<file path="src/rtl/fha_pkg.sv">
// Shared constants, microcode word layout and codes for the first-fit heap allocator.
package fha_pkg;

  // Heap geometry
  localparam int HEAP_WORDS = 64;
  localparam int ADDR_W     = $clog2(HEAP_WORDS);
  localparam int CUR_W      = ADDR_W + 2;
  localparam int HDR_W      = 10;
  localparam int BYTES_W    = 9;
  localparam int RND_W      = 10;
  localparam int WORD_SH    = 3;
  localparam int SIZE_W     = HDR_W - WORD_SH;

  localparam logic [HDR_W-1:0] HDR_RESET = HDR_W'((HEAP_WORDS - 1) * 8);

  // Result status codes
  localparam logic [1:0] ST_ALLOC   = 2'd0;
  localparam logic [1:0] ST_NOFIT   = 2'd1;
  localparam logic [1:0] ST_FREED   = 2'd2;
  localparam logic [1:0] ST_IGNORED = 2'd3;

  // Microprogram step addresses
  localparam int UPC_W = 4;
  localparam logic [UPC_W-1:0] UPC_IDLE     = 4'd0;
  localparam logic [UPC_W-1:0] UPC_DISPATCH = 4'd1;
  localparam logic [UPC_W-1:0] UPC_A_CHK    = 4'd2;
  localparam logic [UPC_W-1:0] UPC_A_RD     = 4'd3;
  localparam logic [UPC_W-1:0] UPC_A_TEST   = 4'd4;
  localparam logic [UPC_W-1:0] UPC_GRANT    = 4'd5;
  localparam logic [UPC_W-1:0] UPC_SPLIT    = 4'd6;
  localparam logic [UPC_W-1:0] UPC_F_CHK    = 4'd7;
  localparam logic [UPC_W-1:0] UPC_F_TEST   = 4'd8;
  localparam logic [UPC_W-1:0] UPC_RESP     = 4'd9;
  localparam logic [UPC_W-1:0] UPC_LAST     = UPC_RESP;

  // Header read address select
  typedef enum logic [1:0] {
    RD_NONE,
    RD_CUR,
    RD_FREE
  } rd_sel_e;

  // Header write select
  typedef enum logic [1:0] {
    WR_NONE,
    WR_GRANT,
    WR_SPLIT,
    WR_FREE
  } wr_sel_e;

  // Jump conditions
  typedef enum logic [3:0] {
    JC_NEVER,
    JC_ALWAYS,
    JC_NO_IN,
    JC_IS_FREE,
    JC_REQ_ZERO,
    JC_WALK_END,
    JC_NOT_FIT,
    JC_ADDR_ZERO,
    JC_OUT_BUSY
  } jc_e;

  // One control word
  typedef struct packed {
    logic             accept;
    rd_sel_e          rd;
    wr_sel_e          wr;
    logic             step_cur;
    logic             out_load;
    jc_e              cond;
    logic [UPC_W-1:0] target;
    logic             ret;
  } uword_t;

endpackage

</file>
<file path="src/rtl/first_fit_heap_allocator.sv">
// Steps: a free checks the block address, reads the header before it and clears its used
// bit; an allocate checks the size, then reads and tests headers until one fits, grants it
// and writes the header of any split remainder. One item at a time; the walk reads each
// header that it visits through the single read port of the header memory.
// A new item is taken while a finished result still waits in the output register.
// Reset (asynchronous, active low) empties the output and makes word 0 read as one
// free block of 504 bytes; the other header words hold nothing until written.
module first_fit_heap_allocator (
  input  logic        clk_i,
  input  logic        rst_ni,
  input  logic        s_axis_tvalid,
  output logic        s_axis_tready,
  input  logic [15:0] s_axis_tdata,   // request_bytes[8:0], block_address[14:9], zero pad
  input  logic        s_axis_tuser,   // kind
  output logic        m_axis_tvalid,
  input  logic        m_axis_tready,
  output logic [7:0]  m_axis_tdata,   // payload_address[5:0], zero pad
  output logic [1:0]  m_axis_tuser    // status
);
  import fha_pkg::*;

  uword_t uw;

  logic [UPC_W-1:0]   upc_q, upc_d;
  logic               kind_q;
  logic [BYTES_W-1:0] bytes_q;
  logic [ADDR_W-1:0]  addr_q;
  logic [CUR_W-1:0]   cur_q, cur_d;
  logic [1:0]         st_q, st_d;
  logic [ADDR_W-1:0]  pay_q, pay_d;
  logic               out_valid_q, out_valid_d;
  logic [1:0]         out_st_q;
  logic [ADDR_W-1:0]  out_pay_q;
  logic               w0_wr_q, w0_wr_d;
  logic               rd_dflt_q;
  logic [HDR_W-1:0]   rd_data_q;

  logic [HDR_W-1:0]   hdr_mem [HEAP_WORDS];

  logic               in_xfer;
  logic               out_busy;
  logic               out_load;
  logic               cond_hit;
  logic [HDR_W-1:0]   hdr;
  logic               used;
  logic [SIZE_W-1:0]  size_words;
  logic [RND_W-1:0]   size_b;
  logic [RND_W-1:0]   rnd;
  logic [RND_W-1:0]   left;
  logic               fit;
  logic               split;
  logic [CUR_W-1:0]   rem;
  logic [ADDR_W-1:0]  faddr;
  logic               rd_en;
  logic [ADDR_W-1:0]  rd_addr;
  logic               wr_en;
  logic [ADDR_W-1:0]  wr_addr;
  logic [HDR_W-1:0]   wr_data;

  fha_ucode_rom u_rom (
    .upc_i   (upc_q),
    .uword_o (uw)
  );

  // Handshake
  assign s_axis_tready = uw.accept;
  assign in_xfer       = s_axis_tvalid & s_axis_tready;
  assign out_busy      = out_valid_q & ~m_axis_tready;
  assign out_load      = uw.out_load & ~out_busy;

  // Header fields and fit arithmetic
  assign hdr        = rd_dflt_q ? HDR_RESET : rd_data_q;
  assign used       = hdr[0];
  assign size_words = hdr[HDR_W-1:WORD_SH];
  assign size_b     = {size_words, {WORD_SH{1'b0}}};
  assign rnd        = (RND_W'(bytes_q) + RND_W'(7)) & ~RND_W'(7);
  assign fit        = ~used & (size_b >= rnd);
  assign left       = size_b - rnd;
  assign split      = left[RND_W-1:WORD_SH] != '0;
  assign rem        = cur_q + CUR_W'(rnd[RND_W-1:WORD_SH]) + CUR_W'(1);
  assign faddr      = addr_q - ADDR_W'(1);

  // Evaluate the jump condition
  always_comb begin
    case (uw.cond)
      JC_NEVER:     cond_hit = 1'b0;
      JC_ALWAYS:    cond_hit = 1'b1;
      JC_NO_IN:     cond_hit = ~s_axis_tvalid;
      JC_IS_FREE:   cond_hit = kind_q;
      JC_REQ_ZERO:  cond_hit = bytes_q == '0;
      JC_WALK_END:  cond_hit = cur_q >= CUR_W'(HEAP_WORDS);
      JC_NOT_FIT:   cond_hit = ~fit;
      JC_ADDR_ZERO: cond_hit = addr_q == '0;
      JC_OUT_BUSY:  cond_hit = out_busy;
      default:      cond_hit = 1'b0;
    endcase
  end

  // Sequence: jump, return to idle, or advance
  always_comb begin
    if (cond_hit) begin
      upc_d = uw.target;
    end else if (uw.ret) begin
      upc_d = UPC_IDLE;
    end else begin
      upc_d = upc_q + UPC_W'(1);
    end
  end

  // Select header read port
  always_comb begin
    case (uw.rd)
      RD_CUR: begin
        rd_en   = 1'b1;
        rd_addr = cur_q[ADDR_W-1:0];
      end
      RD_FREE: begin
        rd_en   = 1'b1;
        rd_addr = faddr;
      end
      default: begin
        rd_en   = 1'b0;
        rd_addr = cur_q[ADDR_W-1:0];
      end
    endcase
  end

  // Select header write port
  always_comb begin
    wr_en   = 1'b0;
    wr_addr = cur_q[ADDR_W-1:0];
    wr_data = hdr;
    case (uw.wr)
      WR_GRANT: begin
        wr_en   = 1'b1;
        wr_data = split ? (rnd | HDR_W'(1)) : (size_b | HDR_W'(1));
      end
      WR_SPLIT: begin
        wr_en   = split & (rem < CUR_W'(HEAP_WORDS));
        wr_addr = rem[ADDR_W-1:0];
        wr_data = left - RND_W'(8);
      end
      WR_FREE: begin
        wr_en   = used;
        wr_addr = faddr;
        wr_data = hdr & ~HDR_W'(1);
      end
      default: begin
        wr_en = 1'b0;
      end
    endcase
  end

  // Working result and walk cursor
  always_comb begin
    cur_d = cur_q;
    st_d  = st_q;
    pay_d = pay_q;
    if (in_xfer) begin
      cur_d = '0;
      st_d  = s_axis_tuser ? ST_IGNORED : ST_NOFIT;
      pay_d = '0;
    end else if (uw.step_cur && !fit) begin
      cur_d = cur_q + CUR_W'(size_words) + CUR_W'(1);
    end else if (uw.wr == WR_GRANT) begin
      st_d  = ST_ALLOC;
      pay_d = cur_q[ADDR_W-1:0] + ADDR_W'(1);
    end else if (uw.wr == WR_FREE && used) begin
      st_d  = ST_FREED;
    end
  end

  assign out_valid_d = out_load | out_busy;
  assign w0_wr_d     = w0_wr_q | (wr_en & (wr_addr == '0));

  // Control registers
  always_ff @(posedge clk_i or negedge rst_ni) begin
    if (!rst_ni) begin
      upc_q       <= UPC_IDLE;
      out_valid_q <= 1'b0;
      w0_wr_q     <= 1'b0;
      rd_dflt_q   <= 1'b0;
    end else begin
      upc_q       <= upc_d;
      out_valid_q <= out_valid_d;
      w0_wr_q     <= w0_wr_d;
      if (rd_en) begin
        rd_dflt_q <= (rd_addr == '0) & ~w0_wr_q;
      end
    end
  end

  // Datapath registers
  always_ff @(posedge clk_i) begin
    if (in_xfer) begin
      kind_q  <= s_axis_tuser;
      bytes_q <= s_axis_tdata[BYTES_W-1:0];
      addr_q  <= s_axis_tdata[BYTES_W+ADDR_W-1:BYTES_W];
    end
    cur_q <= cur_d;
    st_q  <= st_d;
    pay_q <= pay_d;
    if (out_load) begin
      out_st_q  <= st_q;
      out_pay_q <= pay_q;
    end
  end

  // Header memory, registered read
  always_ff @(posedge clk_i) begin
    if (wr_en) begin
      hdr_mem[wr_addr] <= wr_data;
    end
    if (rd_en) begin
      rd_data_q <= hdr_mem[rd_addr];
    end
  end

  assign m_axis_tvalid = out_valid_q;
  assign m_axis_tuser  = out_st_q;
  assign m_axis_tdata  = {{(8 - ADDR_W){1'b0}}, out_pay_q};

`ifndef SYNTHESIS
  a_no_load_when_stalled: assert property (@(posedge clk_i) disable iff (!rst_ni)
    (out_valid_q && !m_axis_tready) |-> !out_load)
    else $error("result loaded over a stalled output");

  a_test_in_heap: assert property (@(posedge clk_i) disable iff (!rst_ni)
    (upc_q == UPC_A_TEST) |-> (cur_q < CUR_W'(HEAP_WORDS)))
    else $error("header tested beyond the heap");

  a_grant_result: assert property (@(posedge clk_i) disable iff (!rst_ni)
    (upc_q == UPC_GRANT) |=> (st_q == ST_ALLOC))
    else $error("grant did not set the allocated status");

  a_upc_range: assert property (@(posedge clk_i) disable iff (!rst_ni)
    upc_q <= UPC_LAST)
    else $error("step counter outside the program");

  a_accept_only_idle: assert property (@(posedge clk_i) disable iff (!rst_ni)
    in_xfer |=> (upc_q == UPC_DISPATCH))
    else $error("transfer did not start the dispatch step");
`endif

endmodule

</file>
<file path="src/rtl/fha_ucode_rom.sv">
// Microprogram table of the allocator sequencer.
module fha_ucode_rom (
  input  logic [fha_pkg::UPC_W-1:0] upc_i,
  output fha_pkg::uword_t           uword_o
);
  import fha_pkg::*;

  // Look up the control word of the current step
  always_comb begin
    uword_o = '{accept: 1'b0, rd: RD_NONE, wr: WR_NONE, step_cur: 1'b0,
                out_load: 1'b0, cond: JC_NEVER, target: UPC_IDLE, ret: 1'b0};
    case (upc_i)
      UPC_IDLE: begin
        uword_o.accept = 1'b1;
        uword_o.cond   = JC_NO_IN;
        uword_o.target = UPC_IDLE;
      end
      UPC_DISPATCH: begin
        uword_o.cond   = JC_IS_FREE;
        uword_o.target = UPC_F_CHK;
      end
      UPC_A_CHK: begin
        uword_o.cond   = JC_REQ_ZERO;
        uword_o.target = UPC_RESP;
      end
      UPC_A_RD: begin
        uword_o.rd     = RD_CUR;
        uword_o.cond   = JC_WALK_END;
        uword_o.target = UPC_RESP;
      end
      UPC_A_TEST: begin
        uword_o.step_cur = 1'b1;
        uword_o.cond     = JC_NOT_FIT;
        uword_o.target   = UPC_A_RD;
      end
      UPC_GRANT: begin
        uword_o.wr = WR_GRANT;
      end
      UPC_SPLIT: begin
        uword_o.wr     = WR_SPLIT;
        uword_o.cond   = JC_ALWAYS;
        uword_o.target = UPC_RESP;
      end
      UPC_F_CHK: begin
        uword_o.rd     = RD_FREE;
        uword_o.cond   = JC_ADDR_ZERO;
        uword_o.target = UPC_RESP;
      end
      UPC_F_TEST: begin
        uword_o.wr = WR_FREE;
      end
      UPC_RESP: begin
        uword_o.out_load = 1'b1;
        uword_o.cond     = JC_OUT_BUSY;
        uword_o.target   = UPC_RESP;
        uword_o.ret      = 1'b1;
      end
      default: begin
        uword_o.cond   = JC_ALWAYS;
        uword_o.target = UPC_IDLE;
      end
    endcase
  end

endmodule

</file>
<file path="config.mk">
export PLATFORM = sky130hd
export DESIGN_NAME = first_fit_heap_allocator
export DESIGN_NICKNAME = d
export VERILOG_FILES = /design/src/rtl/fha_pkg.sv /design/src/rtl/first_fit_heap_allocator.sv /design/src/rtl/fha_ucode_rom.sv
export SDC_FILE = /design/constraint.sdc
export NUM_CORES = 1
export LEC_CHECK = 0
export CAP_MARGIN = 20
export CORE_ASPECT_RATIO = 2
export CORE_MARGIN = 8
export CORE_UTILIZATION = 63
export CTS_CLUSTER_DIAMETER = 30
export DETAILED_ROUTE_END_ITERATION = 10
export DONT_BUFFER_PORTS = 1
export PLACE_DENSITY_LB_ADDON = 0.3
export SLEW_MARGIN = 15
export SYNTH_ARGS = -nofsm -noshare
export SYNTH_HDL_FRONTEND = slang
export SYNTH_SLANG_ARGS = --single-unit
export TNS_END_PERCENT = 10
</file>
<file path="constraint.sdc">
create_clock -name clk_i -period 8.2 [get_ports clk_i]
set_input_delay 0.82 -clock clk_i [delete_from_list [all_inputs] [get_ports clk_i]]
set_output_delay 0.82 -clock clk_i [all_outputs]
set_load 0.02 [all_outputs]
</file>
### Yosys cells after proc, flatten, opt, wreduce, memory -nomap -nowiden

Memory sizes are Yosys's and may differ from the RTL's. A register that Yosys moved wholly into a read port is not among the register bits.
Index checks and enable logic that the tools add are counted.

| word-level totals | value |
|---|---|
| input bits | 21 |
| logic and storage cells | 102 |
| output and inout port bits | 12 |
| register bits after elaboration | 47 |
| bits in writable memories | 640 |
| memories | 1 |

| cells by class | value |
|---|---|
| mux-type cells | 23 |
| equality and inequality tests | 23 |
| reduce and logical (&&, ||, !) cells | 14 |
| order comparisons | 3 |
| bitwise logic cells | 16 |
| add/sub/neg operators | 10 |

Memories:

| name | words | bits a word | rd ports | clocked after memory_dff | wr ports | line | RTL |
|---|---|---|---|---|---|---|---|
| hdr_mem | 64 | 10 | 1 | 1 | 1 | first_fit_heap_allocator.sv:38 | `logic [HDR_W-1:0] hdr_mem [HEAP_WORDS];` |

Operators by type and width:

| kind | number |
|---|---|
| $pmux 8 s9 | 1 |
| $eq 4x3->1 const B | 8 |
| $pmux 10 s3 | 1 |
| $mux 10 | 2 |
| $logic_not 6->1 | 3 |
| $add 8x1->8 const B | 2 |
| $add 8x7->8 | 2 |
| $eq 4x2->1 const B | 4 |
| $eq 4x4->1 const B | 3 |
| $pmux 6 s2 | 1 |
| $add 9x3->10 const B | 1 |
| $ge 10x10->1 | 1 |
| $mux 2 | 5 |
| $sub 10x10->10 | 1 |
| $sub 10x4->10 const B | 1 |
| $logic_not 9->1 | 1 |
| $eq 4x1->1 const B | 2 |
| $ge 8x7->1 const B | 1 |
| $lt 8x7->1 const B | 1 |
| $mux 4 | 2 |
| $pmux 1 s8 | 1 |
| $and 1x1->1 | 7 |
| $not 1->1 | 7 |
| $reduce_bool 7->1 | 1 |
| other kinds (18) | 30 |

### Depth between registers and ports, before layout

| logic depth | value |
|---|---|
| depth after elaboration | 8 |
| depth in mapped cells | 15 |
| gate-level depth less buffers | 13 |

### By module

From an unflattened synthesis, not the netlist that was laid out.

| second synthesis, totals | value |
|---|---|
| cells, all modules | 1900 |
| area total of the unflattened synthesis | 24915.1 um^2 |

Modules (own cells, without submodules):

| module | cells an instance | times used | area an instance (um^2) | seq. area each (um^2) |
|---|---|---|---|---|
| first_fit_heap_allocator | 1864 | 1 | 24693.7 | 16851.2 |
| fha_ucode_rom | 36 | 1 | 221.5 | 0.0 |

### Least setup slack after synthesis

No wires, ideal clock.

| timing path | value |
|---|---|
| kind | register -> register |
| start | register bytes_q[2] |
| end | memory hdr_mem[0][3] (data pin) |
| data required time | 7.498 ns |
| stages on the path, launching flop included | 13 |
| buffers on the path | 0 |
| arrival time | 5.332 ns |
| library setup time | 0.702 ns |
| setup slack | 2.167 ns |
| path through | edfxtp_1 > nor3_1 > xnor2_1 > ha_1 > inv_1 > fa_1 > a21o_1 > a21oi_2 > nor4bb_1 > nor3_1 > nand3_2 > o21a_1 > o21ai_0 |

| on the way | value |
|---|---|
| cells in the longest elaborated chain, start to end | 5 |
| elaborated cells on any way between the ends | 6 |

Ends and longest elaborated chain:

| element | line | RTL |
|---|---|---|
| from (decl) | first_fit_heap_allocator.sv:26 | `logic [BYTES_W-1:0] bytes_q;` |
| from (signal assigned) | first_fit_heap_allocator.sv:197 | `bytes_q <= s_axis_tdata[BYTES_W-1:0];` |
| $add 9x3->10 * | first_fit_heap_allocator.sv:76 | `assign rnd = (RND_W'(bytes_q) + RND_W'(7)) & ~RND_W'(7);` |
| branches (longest 3 deep; another with $sub 10x10->10) | n/a |  |
| $pmux 10 s3 * | first_fit_heap_allocator.sv:133 | `case (uw.wr)` |
| named net wr_data[3] | first_fit_heap_allocator.sv:58 | `logic [HDR_W-1:0] wr_data;` |
| to (decl) | first_fit_heap_allocator.sv:38 |  |

Mark *: on every way through the listed nets, which the timed path passes.

### Final worst setup path

| timing path | value |
|---|---|
| start | register bytes_q[0] |
| end | memory hdr_mem[23][9], enable pin |

| on the way | value |
|---|---|
| cells in the longest elaborated chain, start to end | 8 |
| elaborated cells on any way between the ends | 11 |

Ends and longest elaborated chain:

| element | line | RTL |
|---|---|---|
| $add 9x3->10 * | first_fit_heap_allocator.sv:76 |  |
| $add 8x7->8 | first_fit_heap_allocator.sv:80 | `assign rem = cur_q + CUR_W'(rnd[RND_W-1:WORD_SH]) + CUR_W'(1);` |
| $add 8x1->8 | first_fit_heap_allocator.sv:80 |  |
| $lt 8x7->1 | first_fit_heap_allocator.sv:139 | `wr_en = split & (rem < CUR_W'(HEAP_WORDS));` |
| $and 1x1->1 | first_fit_heap_allocator.sv:139 |  |
| $pmux 1 s3 | first_fit_heap_allocator.sv:133 |  |
| $mux 1 | first_fit_heap_allocator.sv:211 | `if (wr_en) begin` |
| $mux 1 (implied by the code) | first_fit_heap_allocator.sv:212 | `hdr_mem[wr_addr] <= wr_data;` |

Mark *: on every way between the ends. The rest lies on a longest branch, timed or not.

==> summary.txt <==
Run status
  • Status: complete, no violations

STA
  • Worst-Margin Slew: 1.199 ns
  • Slew HR: 20.05%
  • Final Hold Fails: 0
  • Pins Over Slew Limit: 0
  • Fin worst setup slack: 3.192 ns
  • RSZ-0062 raised after global routing: false
  • Max Clk Rate: 199.7 MHz
  • Final Critical Period: 5.008 ns
  • Clk_skew: 0.02681 ns
  • Final setup viols: 0
  • Setup TNS: 0 ns
  • Period utilisation layout: 61.07%

Clock tree
  • Post-CTS resize count: 0
  • Root Buffer: clkbuf_16
  • Latest clock arrival within the worst-skew pair: 0.59 ns
  • CTS Buffer Depth: 3
  • Num CTS Buffers: 50
  • # clock sinks: 567
  • Post-CTS Hold Buffers: 1
  • CTS tree: built
  • H-tree levels: 2
  • Clock slew at reported path FFs: 0.07 ns
  • Postcts setup bufs: 0

Critical path
  • Kind of critical path: reg2reg
  • Crit end category: flip-flop
  • CP max FO: 65
  • Worst Path Required: 8.40 ns
  • CP startpoint kind: flip-flop
  • Reg2reg setup slack: 3.19 ns
  • FF-to-FF Start: bytes_q[0]$_DFFE_PP_
  • Reg2reg end: hdr_mem[23][9]$_DFFE_PP_
  • R2R depth: 13
  • WP data arrival: 5.21 ns

Power and ir drop
  • Sw frac: 37.73%
  • Clock share of power: 21.9%
  • PD cells: 398.6 nW/um^2
  • Combinational power share: 38.2%
  • Reg power frac: 39.9%
  • Peak supply drop: 0.0003282 V
  • Leak: 8.734 nW
  • Sw power: 4.020 mW
  • Pint: 6.635 mW

Placed design
  • DP Wirelength: 37930 um
  • Count of buffers from port buffering: 0
  • Setup WS pre-CTS: 3.143 ns
  • Placed inst area: 25060 um^2
  • Placer Congestion: 0.8861

Floorplanning
  • DIE HEIGHT: 292.8 um
  • Die area: 45210 um^2
  • Num rows: 101
  • IO Count: 33
  • Core Box Area: 37910 um^2
  • DIE WIDTH: 154.4 um
  • Initial Util: 63.67%

Finish
  • Core Util, Final: 70.51%
  • Share of layout cells above drive strength 1: 19.64%
  • Syn-to-layout area delta: 10.74%
  • Final #Nets: 1577
  • Layout fillers: 2259
  • Final instance area: 26730 um^2

Hold path
  • Hold Path Class: in2reg
  • WHS Path Cells: 0
  • HP Start: s_axis_tdata[11]
  • Hold Path Sink: addr_q[2]$_DFFE_PP_

Yosys
  • Adder-cell area share of the yosys netlist: 1.648%
  • Synth Area in Simple Gates: 9.413%
  • Synth Register Bits: 567
  • Mapped Area: 24140 um^2
  • Mapped Cells: 1475
  • Mux cell area share after synthesis: 11.81%
  • Compound-Gate Fraction of Synth Area: 3.898%
  • Post-synthesis sequential area ratio: 69.81%
  • Synth cell types: 77
  • Largest family of logic cells by synthesized area: multiplexers
  • Async SR Flop Fraction: 1.235%
  • Post-Syn Area per Cell: 16.36 um^2
  • Post-synth EDFFs: 546
  • Xor/xnor share of the synthesized area: 1.089%
  • Syn. warnings: 0
  • Top_reg_cell synth: edfxtp_1

Routing
  • Drt first pass iters: 5
  • Final wirelength: 58630 um
  • # DRC: 0
  • WL/cell: 28.85 um
  • Routed Antenna Nets: 0
  • DR vias: 13810
  • Vias per cell: 6.794
  • DR iter-0 viols: 1620

Global routing
  • First-pass GRT wire length: 88240 um
  • All-Layer GR Usage: 26.41%
  • Congestion Overflow GR: 0
  • Initial antenna violation count: 0
  • Largest net degree at the start of global routing: 108
  • Vias in the first global route: 14440

Job
  • Max_cap viols: 0
[placed cells by master (no fill, tap or decap), types with 5 or more instances in the layout]
cell / count
o22ai_1: 9
clkbuf_16: 51
nand4_1: 7
clkinv_1: 11
nand2_1: 155
xor2_1: 12
mux4_2: 114
nor3_2: 7
edfxtp_1: 546
a21o_1: 8
mux2i_1: 25
o21ai_1: 8
ha_1: 27
a22oi_1: 9
inv_1: 26
xnor2_1: 18
nor4_1: 60
o21ai_0: 17
buf_4: 74
dfxtp_1: 14
o21a_1: 5
dfrtp_1: 7
nor3_1: 14
nor4_2: 8
a21oi_1: 23
nor2b_1: 17
nor2_1: 88
nand3_1: 64
nand2b_1: 10
clkinv_2: 5
and3_1: 7
clkbuf_1: 10
[power groups by stage]
stage / combinational [mW] / sequential [mW] / clock (mW)
2_1_floorplan: 2.70 / 4.31 / 0
6_report: 4.07 / 4.25 / 2.33
5_1_grt: 4.31 / 4.26 / 2.45
4_1_cts: 4.04 / 4.25 / 2.35
3_3_place_gp: 3.84 / 4.30 / 0
3_5_place_dp: 3.99 / 4.31 / 0
[how the worst max path moves through the flow]
stage / start / endpoint / slack [ns] / cells past startpoint
after floorplan: bytes_q[2]$_DFFE_PP_ / hdr_mem[0][3]$_DFFE_PP_ / 2.17 / 12
after global placement: bytes_q[2]$_DFFE_PP_ / hdr_mem[32][4]$_DFFE_PP_ / 3.18 / 13
after detailed placement: bytes_q[0]$_DFFE_PP_ / hdr_mem[16][7]$_DFFE_PP_ / 3.14 / 13
after CTS: bytes_q[2]$_DFFE_PP_ / hdr_mem[16][9]$_DFFE_PP_ / 3.10 / 13
after global routing: bytes_q[0]$_DFFE_PP_ / hdr_mem[23][7]$_DFFE_PP_ / 3.00 / 13
final: bytes_q[0]$_DFFE_PP_ / hdr_mem[23][9]$_DFFE_PP_ / 3.19 / 13
[metrics by stage]
stage	cells	hold slack [ns]	power (mW)
floorplan	1476	0.4003	7.015
global placement	1934	0.4225	8.140
detailed placement	1935	0.4082	8.301
CTS	2030	0.3191	10.64
global route	2031	0.3255	11.03
finish	2032	0.3303	10.65
[Yosys cell counts, types with 10 or more instances]
master	instances	share of area (%)
nor4_1	62	1.6
edfxtp_1	546	68
mux2i_1	25	1.0
xnor2_1	18	0.65
buf_4	15	0.47
nor2b_1	17	0.44
inv_1	26	0.40
buf_2	34	0.70
nand2b_1	10	0.26
a21oi_1	26	0.54
mux4_2	114	11
dfxtp_1	14	1.2
nand2_1	155	2.4
clkbuf_1	24	0.37
xor2_1	12	0.44
ha_1	27	1.4
nor2_1	88	1.4
nand3_1	64	1.3
nor3_1	15	0.31
o21ai_0	19	0.39
[cell families after synthesis]
| kind of cell | count (synthesis) |
|---|---|
| flip-flops | 567 |
| AND/OR/NAND/NOR | 459 |
| multiplexers | 142 |
| AO/OA/AOI/OAI | 136 |
| buffers and inverters | 110 |
| adder cells (fa/ha/maj) | 30 |
| XOR/XNOR | 30 |
| other | 1 |
[per-layer routing]
metal  vias up  share of wire, %  GRT usage (%)
met5         -                 0              0
met4         0               8.7          21.02
met3       238               6.1          3.691
met2       715                53          47.11
met1      6909                32          27.35
li1       5944                 -              -
[state kept, by name (all words and copies together), names as in the netlist, 2 cells and up]
register	cells
addr_q	6
bytes_q	9
cur_q	8
hdr_mem	512
m_axis_tuser	2
out_pay_q	6
pay_q	6
rd_data_q	8
st_q	2
upc_q	4
[final cells by class]
cell class / instances / area, um^2 / share of cell area, %
multi-input combinational: 799 / 6928 / 25.92
inverter: 29 / 108.9 / 0.4072
timing repair buffer: 79 / 618.1 / 2.312
tap: 463 / 579.3 / 2.167
clock inverter: 32 / 315.3 / 1.180
antenna: 1 / 2.502 / 0.009362
sequential: 567 / 16850 / 63.04
clock buffer: 62 / 1328 / 4.966
[worst max-delay path: stages (launching register included)]
cell and delay (ns):
edfxtp_1 0.39, or3_1 0.39, nand2_1 0.10, xnor2_1 0.26
inv_1 0.26, fa_1 0.46, nor2b_1 0.13, o21a_1 0.16
o21ai_1 0.08, mux2_1 0.32, nor4_1 0.51, a21oi_4 0.09
buf_4 0.37, nor4_2 1.04
Power figures use the tool's default switching activity.
